[src/sv/sha256_pkg.sv]
// shared types and constants for the sha-256 hash engine
`timescale 1ns / 1ps
package sha256_pkg;

  typedef enum logic [2:0] {
    ST_IDLE,
    ST_ROUND,
    ST_ADD,
    ST_PAD,
    ST_EMIT
  } sha_state_t;

  localparam logic [31:0] H_INIT [8] = '{
    32'h6a09e667, 32'hbb67ae85, 32'h3c6ef372, 32'ha54ff53a,
    32'h510e527f, 32'h9b05688c, 32'h1f83d9ab, 32'h5be0cd19
  };

  localparam logic [31:0] ROUND_K [64] = '{
    32'h428a2f98, 32'h71374491, 32'hb5c0fbcf, 32'he9b5dba5,
    32'h3956c25b, 32'h59f111f1, 32'h923f82a4, 32'hab1c5ed5,
    32'hd807aa98, 32'h12835b01, 32'h243185be, 32'h550c7dc3,
    32'h72be5d74, 32'h80deb1fe, 32'h9bdc06a7, 32'hc19bf174,
    32'he49b69c1, 32'hefbe4786, 32'h0fc19dc6, 32'h240ca1cc,
    32'h2de92c6f, 32'h4a7484aa, 32'h5cb0a9dc, 32'h76f988da,
    32'h983e5152, 32'ha831c66d, 32'hb00327c8, 32'hbf597fc7,
    32'hc6e00bf3, 32'hd5a79147, 32'h06ca6351, 32'h14292967,
    32'h27b70a85, 32'h2e1b2138, 32'h4d2c6dfc, 32'h53380d13,
    32'h650a7354, 32'h766a0abb, 32'h81c2c92e, 32'h92722c85,
    32'ha2bfe8a1, 32'ha81a664b, 32'hc24b8b70, 32'hc76c51a3,
    32'hd192e819, 32'hd6990624, 32'hf40e3585, 32'h106aa070,
    32'h19a4c116, 32'h1e376c08, 32'h2748774c, 32'h34b0bcb5,
    32'h391c0cb3, 32'h4ed8aa4a, 32'h5b9cca4f, 32'h682e6ff3,
    32'h748f82ee, 32'h78a5636f, 32'h84c87814, 32'h8cc70208,
    32'h90befffa, 32'ha4506ceb, 32'hbef9a3f7, 32'hc67178f2
  };

  localparam logic [7:0] PAD_BYTE = 8'h80;
  localparam logic [2:0] MAX_BYTES = 3'd4;

  // pad phase step codes: zero fill, first length byte (8..15), done, 0x80 marker
  localparam logic [4:0] PADK_ZERO = 5'd0;
  localparam logic [4:0] PADK_LEN  = 5'd8;
  localparam logic [4:0] PADK_DONE = 5'd16;
  localparam logic [4:0] PADK_MARK = 5'd31;

endpackage

[src/sv/sha256_if.sv]
// valid/ready channel interfaces for the hash engine
`timescale 1ns / 1ps
interface sha256_in_if;
  logic        valid;
  logic        ready;
  logic        mode;
  logic [31:0] data_word;
  logic [2:0]  byte_count;
  logic        last_in_message;
  modport source (output valid, mode, data_word, byte_count, last_in_message, input ready);
  modport sink (input valid, mode, data_word, byte_count, last_in_message, output ready);
endinterface

interface sha256_out_if;
  logic        valid;
  logic        ready;
  logic [31:0] digest_word;
  logic [2:0]  word_index;
  logic        last_of_digest;
  modport source (output valid, digest_word, word_index, last_of_digest, input ready);
  modport sink (input valid, digest_word, word_index, last_of_digest, output ready);
endinterface

[src/sv/sha256_hash_engine_unit.sv]
// sha-256 engine: byte packing, padding, one round per cycle, digest output
// in_ready stays low after a word is accepted until its bytes are unpacked;
//   a byte that fills a block also holds it low through the rounds and the chain add
// a last word then pads one byte per cycle outside compression (one or two blocks) and emits 8 digest
//   words, one per cycle when out_ready is high
// a new word is taken only once the last one is unpacked and any block it filled is compressed
// reset (rst_n low, synchronous): chain = initial hash, counts and schedule cleared
`timescale 1ns / 1ps
module sha256_hash_engine_unit (
  input logic clk,
  input logic rst_n,
  sha256_in_if.sink    in_ch,
  sha256_out_if.source out_ch
);
  import sha256_pkg::*;

  sha_state_t  state_r, state_nxt;
  logic [31:0] h_r [8];
  logic [31:0] v_r [8];
  logic [31:0] w_r [16];
  logic [5:0]  pos_r;
  logic [60:0] total_r;
  logic [6:0]  rnd_r;
  logic [63:0] bits_r;
  logic [4:0]  padk_r;     // pad phase step
  logic        pad_r;      // padding in progress; after compression return to pad
  logic        lastw_r;    // current word is last
  logic [31:0] word_r;
  logic [2:0]  cnt_r, bi_r;
  logic [2:0]  oi_r;

  // round unit
  logic [31:0] wt, w2, w15, s0, s1, e, a, big0, big1, ch, maj, t1, t2;
  logic [5:0]  t;
  always_comb begin
    t    = rnd_r[5:0];
    w2   = w_r[4'(t - 6'd2)];
    w15  = w_r[4'(t - 6'd15)];
    s1   = {w2[16:0], w2[31:17]} ^ {w2[18:0], w2[31:19]} ^ (w2 >> 10);
    s0   = {w15[6:0], w15[31:7]} ^ {w15[17:0], w15[31:18]} ^ (w15 >> 3);
    wt   = (t < 6'd16) ? w_r[t[3:0]] : s1 + w_r[4'(t - 6'd7)] + s0 + w_r[t[3:0]];
    e    = v_r[4];
    a    = v_r[0];
    big1 = {e[5:0], e[31:6]} ^ {e[10:0], e[31:11]} ^ {e[24:0], e[31:25]};
    ch   = (e & v_r[5]) ^ (~e & v_r[6]);
    t1   = v_r[7] + big1 + ch + ROUND_K[t] + wt;
    big0 = {a[1:0], a[31:2]} ^ {a[12:0], a[31:13]} ^ {a[21:0], a[31:22]};
    maj  = (a & v_r[1]) ^ (a & v_r[2]) ^ (v_r[1] & v_r[2]);
    t2   = big0 + maj;
  end

  // byte to place this cycle (input or pad)
  logic       put;
  logic [7:0] pbyte;
  logic [5:0] pos_inc;
  always_comb begin
    put   = 1'b0;
    pbyte = '0;
    if (state_r == ST_IDLE && bi_r < cnt_r) begin
      put   = 1'b1;
      pbyte = word_r[5'(24 - 8 * bi_r) +: 8];
    end else if (state_r == ST_PAD) begin
      put = 1'b1;
      if (padk_r == PADK_MARK) pbyte = PAD_BYTE;
      else if (padk_r[3]) pbyte = bits_r[6'(56 - 8 * padk_r[2:0]) +: 8];
      else pbyte = '0;
    end
    pos_inc = pos_r + 6'd1;
  end

  logic busy_r;  // word being unpacked
  assign in_ch.ready = (state_r == ST_IDLE) && !busy_r;
  logic acc;
  assign acc = in_ch.valid && in_ch.ready;

  always_comb begin
    state_nxt = state_r;
    case (state_r)
      ST_IDLE: if (busy_r && put && pos_inc == 6'd0) state_nxt = ST_ROUND;
               else if (busy_r && !put && lastw_r) state_nxt = ST_PAD;
      ST_ROUND: if (rnd_r == 7'd63) state_nxt = ST_ADD;
      ST_ADD: state_nxt = pad_r ? (padk_r == PADK_DONE ? ST_EMIT : ST_PAD) : ST_IDLE;
      ST_PAD: if (pos_inc == 6'd0) state_nxt = ST_ROUND;
      ST_EMIT: if (out_ch.ready && oi_r == 3'd7) state_nxt = ST_IDLE;
      default: state_nxt = ST_IDLE;
    endcase
  end

  always_ff @(posedge clk) begin
    if (!rst_n) state_r <= ST_IDLE;
    else state_r <= state_nxt;
  end

  always_ff @(posedge clk) begin
    if (!rst_n) begin
      h_r <= H_INIT;
      for (int i = 0; i < 8; i++) v_r[i] <= '0;
      for (int i = 0; i < 16; i++) w_r[i] <= '0;
      pos_r <= '0; total_r <= '0; rnd_r <= '0; busy_r <= 1'b0; pad_r <= 1'b0;
      padk_r <= '0; oi_r <= '0; cnt_r <= '0; bi_r <= '0; lastw_r <= 1'b0;
    end else begin
      if (acc) begin
        if (in_ch.mode) begin
          h_r <= H_INIT;
          for (int i = 0; i < 16; i++) w_r[i] <= '0;
          pos_r <= '0;
          total_r <= '0;
        end
        word_r  <= in_ch.data_word;
        cnt_r   <= (in_ch.byte_count > MAX_BYTES) ? MAX_BYTES : in_ch.byte_count;
        bi_r    <= '0;
        lastw_r <= in_ch.last_in_message;
        busy_r  <= 1'b1;
      end
      if (put) begin
        if (pos_r[1:0] == 2'd0) w_r[pos_r[5:2]] <= {pbyte, 24'd0};
        else w_r[pos_r[5:2]][5'(24 - 8 * pos_r[1:0]) +: 8] <= pbyte;
        pos_r <= pos_inc;
        if (pos_inc == 6'd0) begin
          for (int i = 0; i < 8; i++) v_r[i] <= h_r[i];
          rnd_r <= '0;
        end
      end
      if (state_r == ST_IDLE && busy_r) begin
        if (put) begin
          bi_r <= bi_r + 3'd1;
          total_r <= total_r + 61'd1;
        end else begin
          busy_r <= 1'b0;
          if (lastw_r) begin
            pad_r  <= 1'b1;
            padk_r <= PADK_MARK;
            bits_r <= {total_r, 3'd0};
          end
        end
      end
      if (state_r == ST_PAD) begin
        // marker and zero fill move to the length bytes at position 56
        if (padk_r == PADK_MARK || !padk_r[3]) padk_r <= (pos_inc == 6'd56) ? PADK_LEN : PADK_ZERO;
        else padk_r <= padk_r + 5'd1;
      end
      if (state_r == ST_ROUND) begin
        if (t >= 6'd16) w_r[t[3:0]] <= wt;
        v_r[7] <= v_r[6]; v_r[6] <= v_r[5]; v_r[5] <= v_r[4]; v_r[4] <= v_r[3] + t1;
        v_r[3] <= v_r[2]; v_r[2] <= v_r[1]; v_r[1] <= v_r[0]; v_r[0] <= t1 + t2;
        rnd_r <= rnd_r + 7'd1;
      end
      if (state_r == ST_ADD) begin
        for (int i = 0; i < 8; i++) h_r[i] <= h_r[i] + v_r[i];
        for (int i = 0; i < 16; i++) w_r[i] <= '0;
        if (pad_r && padk_r == PADK_DONE) begin
          pad_r <= 1'b0;
          total_r <= '0;
          oi_r <= '0;
        end
      end
      if (state_r == ST_EMIT && out_ch.ready) oi_r <= oi_r + 3'd1;
    end
  end

  assign out_ch.valid          = (state_r == ST_EMIT);
  assign out_ch.digest_word    = h_r[oi_r];
  assign out_ch.word_index     = oi_r;
  assign out_ch.last_of_digest = (oi_r == 3'd7);

  a_no_in_when_busy: assert property (@(posedge clk) disable iff (!rst_n)
    (state_r != ST_IDLE) |-> !in_ch.ready) else $error("ready while busy");
  a_round_range: assert property (@(posedge clk) disable iff (!rst_n)
    (state_r == ST_ROUND) |-> (rnd_r < 7'd64)) else $error("round overrun");
  a_add_after_round: assert property (@(posedge clk) disable iff (!rst_n)
    (state_r == ST_ADD) |-> ($past(state_r) == ST_ROUND)) else $error("bad add");
  a_emit_block_aligned: assert property (@(posedge clk) disable iff (!rst_n)
    (state_r == ST_EMIT) |-> (pos_r == 6'd0)) else $error("emit misaligned");
endmodule
[src/flat_wrapper.sv]
// flat-port wrapper written by rule: the top's interface ports become plain ports
module sha256_hash_engine_unit_flat import sha256_pkg::*;
  (clk, rst_n, in_ch_valid, in_ch_mode, in_ch_data_word, in_ch_byte_count, in_ch_last_in_message, in_ch_ready, out_ch_valid, out_ch_digest_word, out_ch_word_index, out_ch_last_of_digest, out_ch_ready);
  sha256_in_if in_ch_i ();
  sha256_out_if out_ch_i ();
  input logic clk;
  input logic rst_n;
  input wire logic [$bits(in_ch_i.valid)-1:0] in_ch_valid;
  input wire logic [$bits(in_ch_i.mode)-1:0] in_ch_mode;
  input wire logic [$bits(in_ch_i.data_word)-1:0] in_ch_data_word;
  input wire logic [$bits(in_ch_i.byte_count)-1:0] in_ch_byte_count;
  input wire logic [$bits(in_ch_i.last_in_message)-1:0] in_ch_last_in_message;
  output wire logic [$bits(in_ch_i.ready)-1:0] in_ch_ready;
  output wire logic [$bits(out_ch_i.valid)-1:0] out_ch_valid;
  output wire logic [$bits(out_ch_i.digest_word)-1:0] out_ch_digest_word;
  output wire logic [$bits(out_ch_i.word_index)-1:0] out_ch_word_index;
  output wire logic [$bits(out_ch_i.last_of_digest)-1:0] out_ch_last_of_digest;
  input wire logic [$bits(out_ch_i.ready)-1:0] out_ch_ready;
  assign in_ch_i.valid = in_ch_valid;
  assign in_ch_i.mode = in_ch_mode;
  assign in_ch_i.data_word = in_ch_data_word;
  assign in_ch_i.byte_count = in_ch_byte_count;
  assign in_ch_i.last_in_message = in_ch_last_in_message;
  assign in_ch_ready = in_ch_i.ready;
  assign out_ch_valid = out_ch_i.valid;
  assign out_ch_digest_word = out_ch_i.digest_word;
  assign out_ch_word_index = out_ch_i.word_index;
  assign out_ch_last_of_digest = out_ch_i.last_of_digest;
  assign out_ch_i.ready = out_ch_ready;
  sha256_hash_engine_unit u_core (.clk(clk), .rst_n(rst_n), .in_ch(in_ch_i), .out_ch(out_ch_i));
endmodule
[config.mk]
export PLATFORM = sky130hd
export DESIGN_NAME = sha256_hash_engine_unit_flat
export DESIGN_NICKNAME = d
export VERILOG_FILES = /design/src/sv/sha256_pkg.sv /design/src/sv/sha256_if.sv /design/src/sv/sha256_hash_engine_unit.sv /design/src/flat_wrapper.sv
export SDC_FILE = /design/constraint.sdc
export NUM_CORES = 2
export LEC_CHECK = 0
export BUFFER_PORTS_ARGS = -buffer_cell sky130_fd_sc_hd__buf_2
export CORE_MARGIN = 2
export CORE_UTILIZATION = 40
export CTS_BUF_LIST = sky130_fd_sc_hd__clkbuf_4
export DETAILED_ROUTE_END_ITERATION = 6
export SETUP_SLACK_MARGIN = 0.1
export SYNTH_ARGS = -nofsm -noshare
export SYNTH_HDL_FRONTEND = slang
export SYNTH_SLANG_ARGS = --single-unit
[constraint.sdc]
create_clock -name clk -period 34 [get_ports clk]
set_input_delay 6.8 -clock clk [delete_from_list [all_inputs] [get_ports clk]]
set_output_delay 6.8 -clock clk [all_outputs]
set_load 0.005 [all_outputs]
Word-level counts from Yosys, hierarchy flattened
Memories as Yosys holds them, arrays and structs flattened. A register that Yosys moved wholly into a read port is not among the register bits.
Cells that the tools add are included.
{"block": "op_classes", "n_addsub": 31, "n_mul": 0, "div": 0, "n_lt_le_gt_ge": 6, "n_eq_ne": 14, "shift": 4, "muxes": 168, "n_bitwise": 100, "reduce_logical": 37}
{"operator": "2-to-1 mux 32 bit", "count": 55}
{"operator": "2-to-1 mux 256 bit", "count": 3}
{"operator": "adder 32 bit", "count": 18}
{"operator": "2-to-1 mux 61 bit", "count": 6}
{"operator": "XOR 32 bit", "count": 9}
{"operator": "AND 32 bit", "count": 5}
{"operator": "binary-select mux 32 bit (select 3 bit)", "count": 1}
{"operator": "bitwise OR 1 bit", "count": 80}
{"operator": "2-to-1 mux 1 bit", "count": 69}
{"operator": "variable part select 64 x 7 -> 8 bit", "count": 1}
{"operator": "adder 61 x 1 -> 61 bit, second input constant", "count": 1}
{"operator": "2-to-1 mux 3 bit", "count": 14}
{"operator": "2-to-1 mux 8 bit", "count": 4}
{"operator": "NOT 32 bit", "count": 1}
{"operator": "OR reduction 32 bit", "count": 1}
{"operator": "variable shift 8 x 7 -> 32 bit, first input constant", "count": 1}
{"operator": "variable part select 32 x 6 -> 8 bit", "count": 1}
{"operator": "variable part select 8 x 7 -> 32 bit", "count": 1}
{"operator": "XOR 32 x 22 -> 32 bit", "count": 1}
{"operator": "XOR 32 x 29 -> 32 bit", "count": 1}
{"operator": "2-to-1 mux 5 bit", "count": 5}
{"operator": "2-to-1 mux 7 bit", "count": 3}
{"operator": "nonzero test 2 bit", "count": 10}
{"operator": "2-to-1 mux 6 bit", "count": 3}
{"operator": "other kinds (39)", "count": 66}
{"block": "totals", "regBits": 443, "latchBits": 0, "mem_bits_rw": 768, "mem_bits_ro": 2048, "input_bits": 41, "out_inout_bits": 38, "wordCells": 384, "n_memories": 3}
{"name": "(name not given)", "words": 64, "width": 32, "rd": 1, "rd_clocked_by_memory_dff": 0, "write_ports": 0, "line": "sha256_hash_engine_unit.sv:46", "text": "t1 = v_r[7] + big1 + ch + ROUND_K[t] + wt;"}
{"name": "u_core.w_r", "words": 16, "width": 32, "rd": 4, "rd_clocked_by_memory_dff": 1, "write_ports": 17, "line": "sha256_hash_engine_unit.sv:20", "text": "logic [31:0] w_r [16];"}
{"name": "u_core.v_r", "words": 8, "width": 32, "rd": 8, "rd_clocked_by_memory_dff": 0, "write_ports": 8, "line": "sha256_hash_engine_unit.sv:19", "text": "logic [31:0] v_r [8];"}

Depth between registers and ports, before layout
An unclocked memory read counts as a cell.
{"block": "logic_depth", "ltp_word": 11, "mapped_depth": 58, "ltp_nobuf": 52}

Worst setup path after synthesis
No wires, ideal clock.
{"block": "synth_timing", "path_type": "register to register", "from": "reg u_core.rnd_r[1]", "to": "mem u_core.v_r[0][31] (data pin)", "setup_time_ns": 0.263, "arrival_time_ns": 12.663, "required_time_ns": 33.737, "slack_ns": 21.074, "stages_incl_launch_ff": 54, "n_path_buf": 8, "period_less_slack_ns": 12.926, "cell_sequence": "dfxtp_1 -> clkbuf_1 -> clkbuf_1 -> clkbuf_1 -> buf_1 -> inv_1 -> ha_1 -> buf_2 -> buf_2 -> buf_1 -> clkbuf_1 -> mux4_2 -> mux4_2 -> xor2_1 -> xnor2_1 -> fa_1 -> inv_1 -> ha_1 -> [18 not listed] -> a21oi_1 -> xnor2_1 -> inv_1 -> fa_1 -> inv_1 -> ha_1 -> a21o_1 -> a21oi_1 -> o21ai_0 -> a41o_1 -> a311o_1 -> a31o_2 -> a21o_1 -> a21o_1 -> a21oi_1 -> xnor2_1 -> xnor2_1 -> o21ai_1"}
{"element": "start, declared", "line": "sha256_hash_engine_unit.sv:23", "text": "logic [6:0] rnd_r;"}
{"element": "start signal, assigned", "line": "sha256_hash_engine_unit.sv:146", "text": "rnd_r <= rnd_r + 7'd1;"}
{"element": "end, declared", "line": "sha256_hash_engine_unit.sv:19"}

==> summary.md <==
| Metric | Value |
|---|---|
| TritonCTS clock tree | `built` |
| Final Slew Violations | `0` |
| Vias per Instance | `a little over 6` |
| Worst path slowest cell | `buf_4` |
| Mapped Cells | `8086` |
| RSZ-0062 raised after global routing | `false` |
| Clk_skew | `between 100 and 150 ps` |
| Post-CTS setup buffers | `0` |
| Die width | `470.4 um` |
| Outcome | `finished, final reports clean` |
| CP required | `roughly 35000 ps` |
| Measured slew at the worst slew-check pin | `about 1300 ps` |
| Final setup vio count | `0` |
| Clock transition at path regs | `~70 ps` |
| Sinks on Clock Net | `1215` |
| Synthesized flop and latch total | `roughly 1200` |
| Share of layout cells above drive strength 1 | `roughly 17%` |
| Root Driver | `clkbuf_4` |
| Fmax | `between 0.07 and 0.08 GHz` |
| Synth top area cells | `edfxtp_1 28%, mux4_2 15%, dfxtp_1 9.6%` |
| Syn nets | `slightly below 9000` |
| Synth unique cells | `just under 90` |
| Place WS | `~20000 ps` |
| Synth cell count leaders | `905 x nor2_1, 797 x edfxtp_1, 625 x nand2_1, 588 x mux4_2, 522 x a21oi_1` |
| Max_slew headroom | `between 10% and 20%` |
| Grt total ovfl | `0` |
| Setup TNS | `0 ps` |
| Clk buf depth | `4` |
| Vias in the first global route | `67930` |
| Final-stage net count | `between 8000 and 9000` |
| Top cell type's share of synthesized area | `27.51%` |
| Critical Path Source | `u_core.rnd_r[2]` |
| Post-cts hold buffer count | `0` |
| Buffers on Ports | `78` |
| Worst EP arrival | `roughly 15000 ps` |
| H-tree levels | `5` |
| Tmin final | `13580 ps` |
| Post-route ant nets | `0` |
| Total track usage | `between 20 and 30%` |
| Reg-to-Reg Start | `u_core.rnd_r[2]` |
| Fillers | `slightly above 20000` |
| Die H | `about 470 um` |
| Post-synth design cell area | `roughly 87000 um^2` |
| First-pass GRT wire length | `457200 um` |
| Detailed Route Iter0 Violations | `a little over 8000` |
| Max-cap violations | `0` |
| Clock Latency Late Sink | `1460 ps` |
| R2R depth | `50` |
| Final Util | `between 40% and 50%` |
| Initial antenna violation count | `15` |
| CORE AREA | `~220000 um^2` |
| Worst Setup End Kind | `flop` |
| Number of synthesized flops with an enable pin | `approximately 800` |
| Syn_area_per_cell | `approximately 11 um^2` |
| CTS Buf Count | `360` |
| Worst Hold Class | `flop to flop` |
| Largest net degree at the start of global routing | `between 150 and 200` |
| Routed WL per cell | `~28 um` |
| Crit Path Max Fanout | `36` |
| CTS resizes | `0` |
| Startpoint types | `flop` |
| Die ar. | `about 220000 um^2` |
| Ys async rst share | `0%` |
| Routability Congestion | `~0.99` |
| Area Growth Syn to Fin | `8.581%` |
| Final Hold Vio Count | `0` |
| Slowest stage delay, CP | `between 500 and 600 ps` |
| DRT Wirelength | `between 300000 and 400000 um` |
| Post-DP HPWL | `230500 um` |
| Vias | `just under 70000` |
| Core Rows | `around 170` |
| I/O pin count | `79` |
| Synth area leader | `edfxtp_1` |
| Setup ws final | `between 20000 and 25000 ps` |
| Cell with the most instances after synthesis | `nor2_1` |
| DRC Markers | `0` |
| Final hold slack | `around 390 ps` |
| Register area share after synthesis | `a little under two fifths` |
| Worst hold path cell count | `0` |
| Crit share post-route | `about two fifths` |
| TritonRoute pass-1 iters | `6` |
| Initial Utilization | `around two fifths` |
| Synthesis Warnings | `0` |
| Min-delay src | `u_core.total_r[38]` |
| Most used DFF post-synth | `edfxtp_1` |
| Critical Setup Path Class | `flop to flop` |
## routing by layer
metal / share of wire, % / up-vias / GRT usage [%]
met5: 0.019 / - / 0
met4: 5.9 / 8 / 14.44
met3: 8.7 / 899 / 5.569
met2: 46 / 3789 / 44.04
met1: 39 / 34660 / 35.60
li1: - / 30230 / -
## cell families (layout without fill, tap and decap cells)
family                     Yosys count  after routing  share of synthesized area [%]
other                                0             13                              0
and+or+nand+nor                   2051           2051                          10.20
adders and majority gates          617            617                          10.54
AOI/OAI and AO/OA                 1895           1895                          14.26
xor gates and xnor gates           627            627                          6.345
DFF                               1215           1215                          37.13
buffers and inverters              923           1221                          4.096
muxes                              758            758                          17.43
## metrics by stage
| stage | std cells | area, um^2 |
|---|---|---|
| floorplan | 8086 | 87000 |
| global placement | 10620 | 90040 |
| detailed placement | 10620 | 90040 |
| CTS | 11240 | 94440 |
| global route | 11250 | 94470 |
| finish | 11250 | 94470 |
## cell type report
type | instances | area, um^2 | share of cell area (%)
Antenna cell | 13 | 32.53 | 0.03444
Clock buffer | 536 | 4024 | 4.259
Clock inverter | 81 | 376.6 | 0.3987
Inverter | 416 | 1567 | 1.658
Multi-Input combinational cell | 5948 | 51280 | 54.29
Sequential cell | 1215 | 32330 | 34.23
Tap cell | 2854 | 3571 | 3.780
Timing Repair Buffer | 188 | 1281 | 1.356
## flip-flops by register name (all words and copies together) (netlist names), named ones only
signal	count
u_core.bi_r	3
u_core.rnd_r	7
u_core.busy_r	1
u_core.state_r	3
u_core.w_r	512
u_core.cnt_r	3
u_core.pad_r	1
u_core.pos_r	6
u_core.lastw_r	1
u_core.total_r	61
u_core.h_r	256
u_core.word_r	32
u_core.padk_r	5
u_core.out_ch.word_index	3
u_core.v_r	256
u_core.bits_r	61
## cells in the final DEF (no fill, tap or decap), drive strengths merged, types with 41 or more instances in the layout
cell and count:
buf 188, a22o 148, xor2 293, a21oi 522, a211oi 42, and3 42
edfxtp 797, and2 43, fa 195, nor2b 44, dfxtp 418, a21o 202
nand2b 67, o21bai 68, clkbuf 536, o211ai 49, inv 422, o31ai 41
o211a 68, nand3 121, ha 418, nor2 905, mux4 598, mux2 43
nor3 61, clkinv 72, mux2i 117, xnor2 333, o21ai 433, nand2 625
o21a 64
## worst paths after layout
path,end,slack (ps)
setup reg to reg,u_core.v_r[0][31],20420
hold / removal,u_core.bits_r[41],390
hold reg to reg,u_core.bits_r[41],390
setup / recovery,u_core.v_r[0][31],20420
## critical path: cells and delay by family (launching register included)
family | cells | cell delay (ps)
flip-flops | 1 | 510
buffers and inverters | 8 | 1360
AND/OR/NAND/NOR | 4 | 790
XOR/XNOR | 6 | 1360
adder cells (fa/ha/maj) | 11 | 4580
AO/OA/AOI/OAI | 19 | 4060
multiplexers | 2 | 500
Power is left out: the tool's default activity adds up to more than one toggle a clock period on the data nets, which glitch-free logic cannot reach.
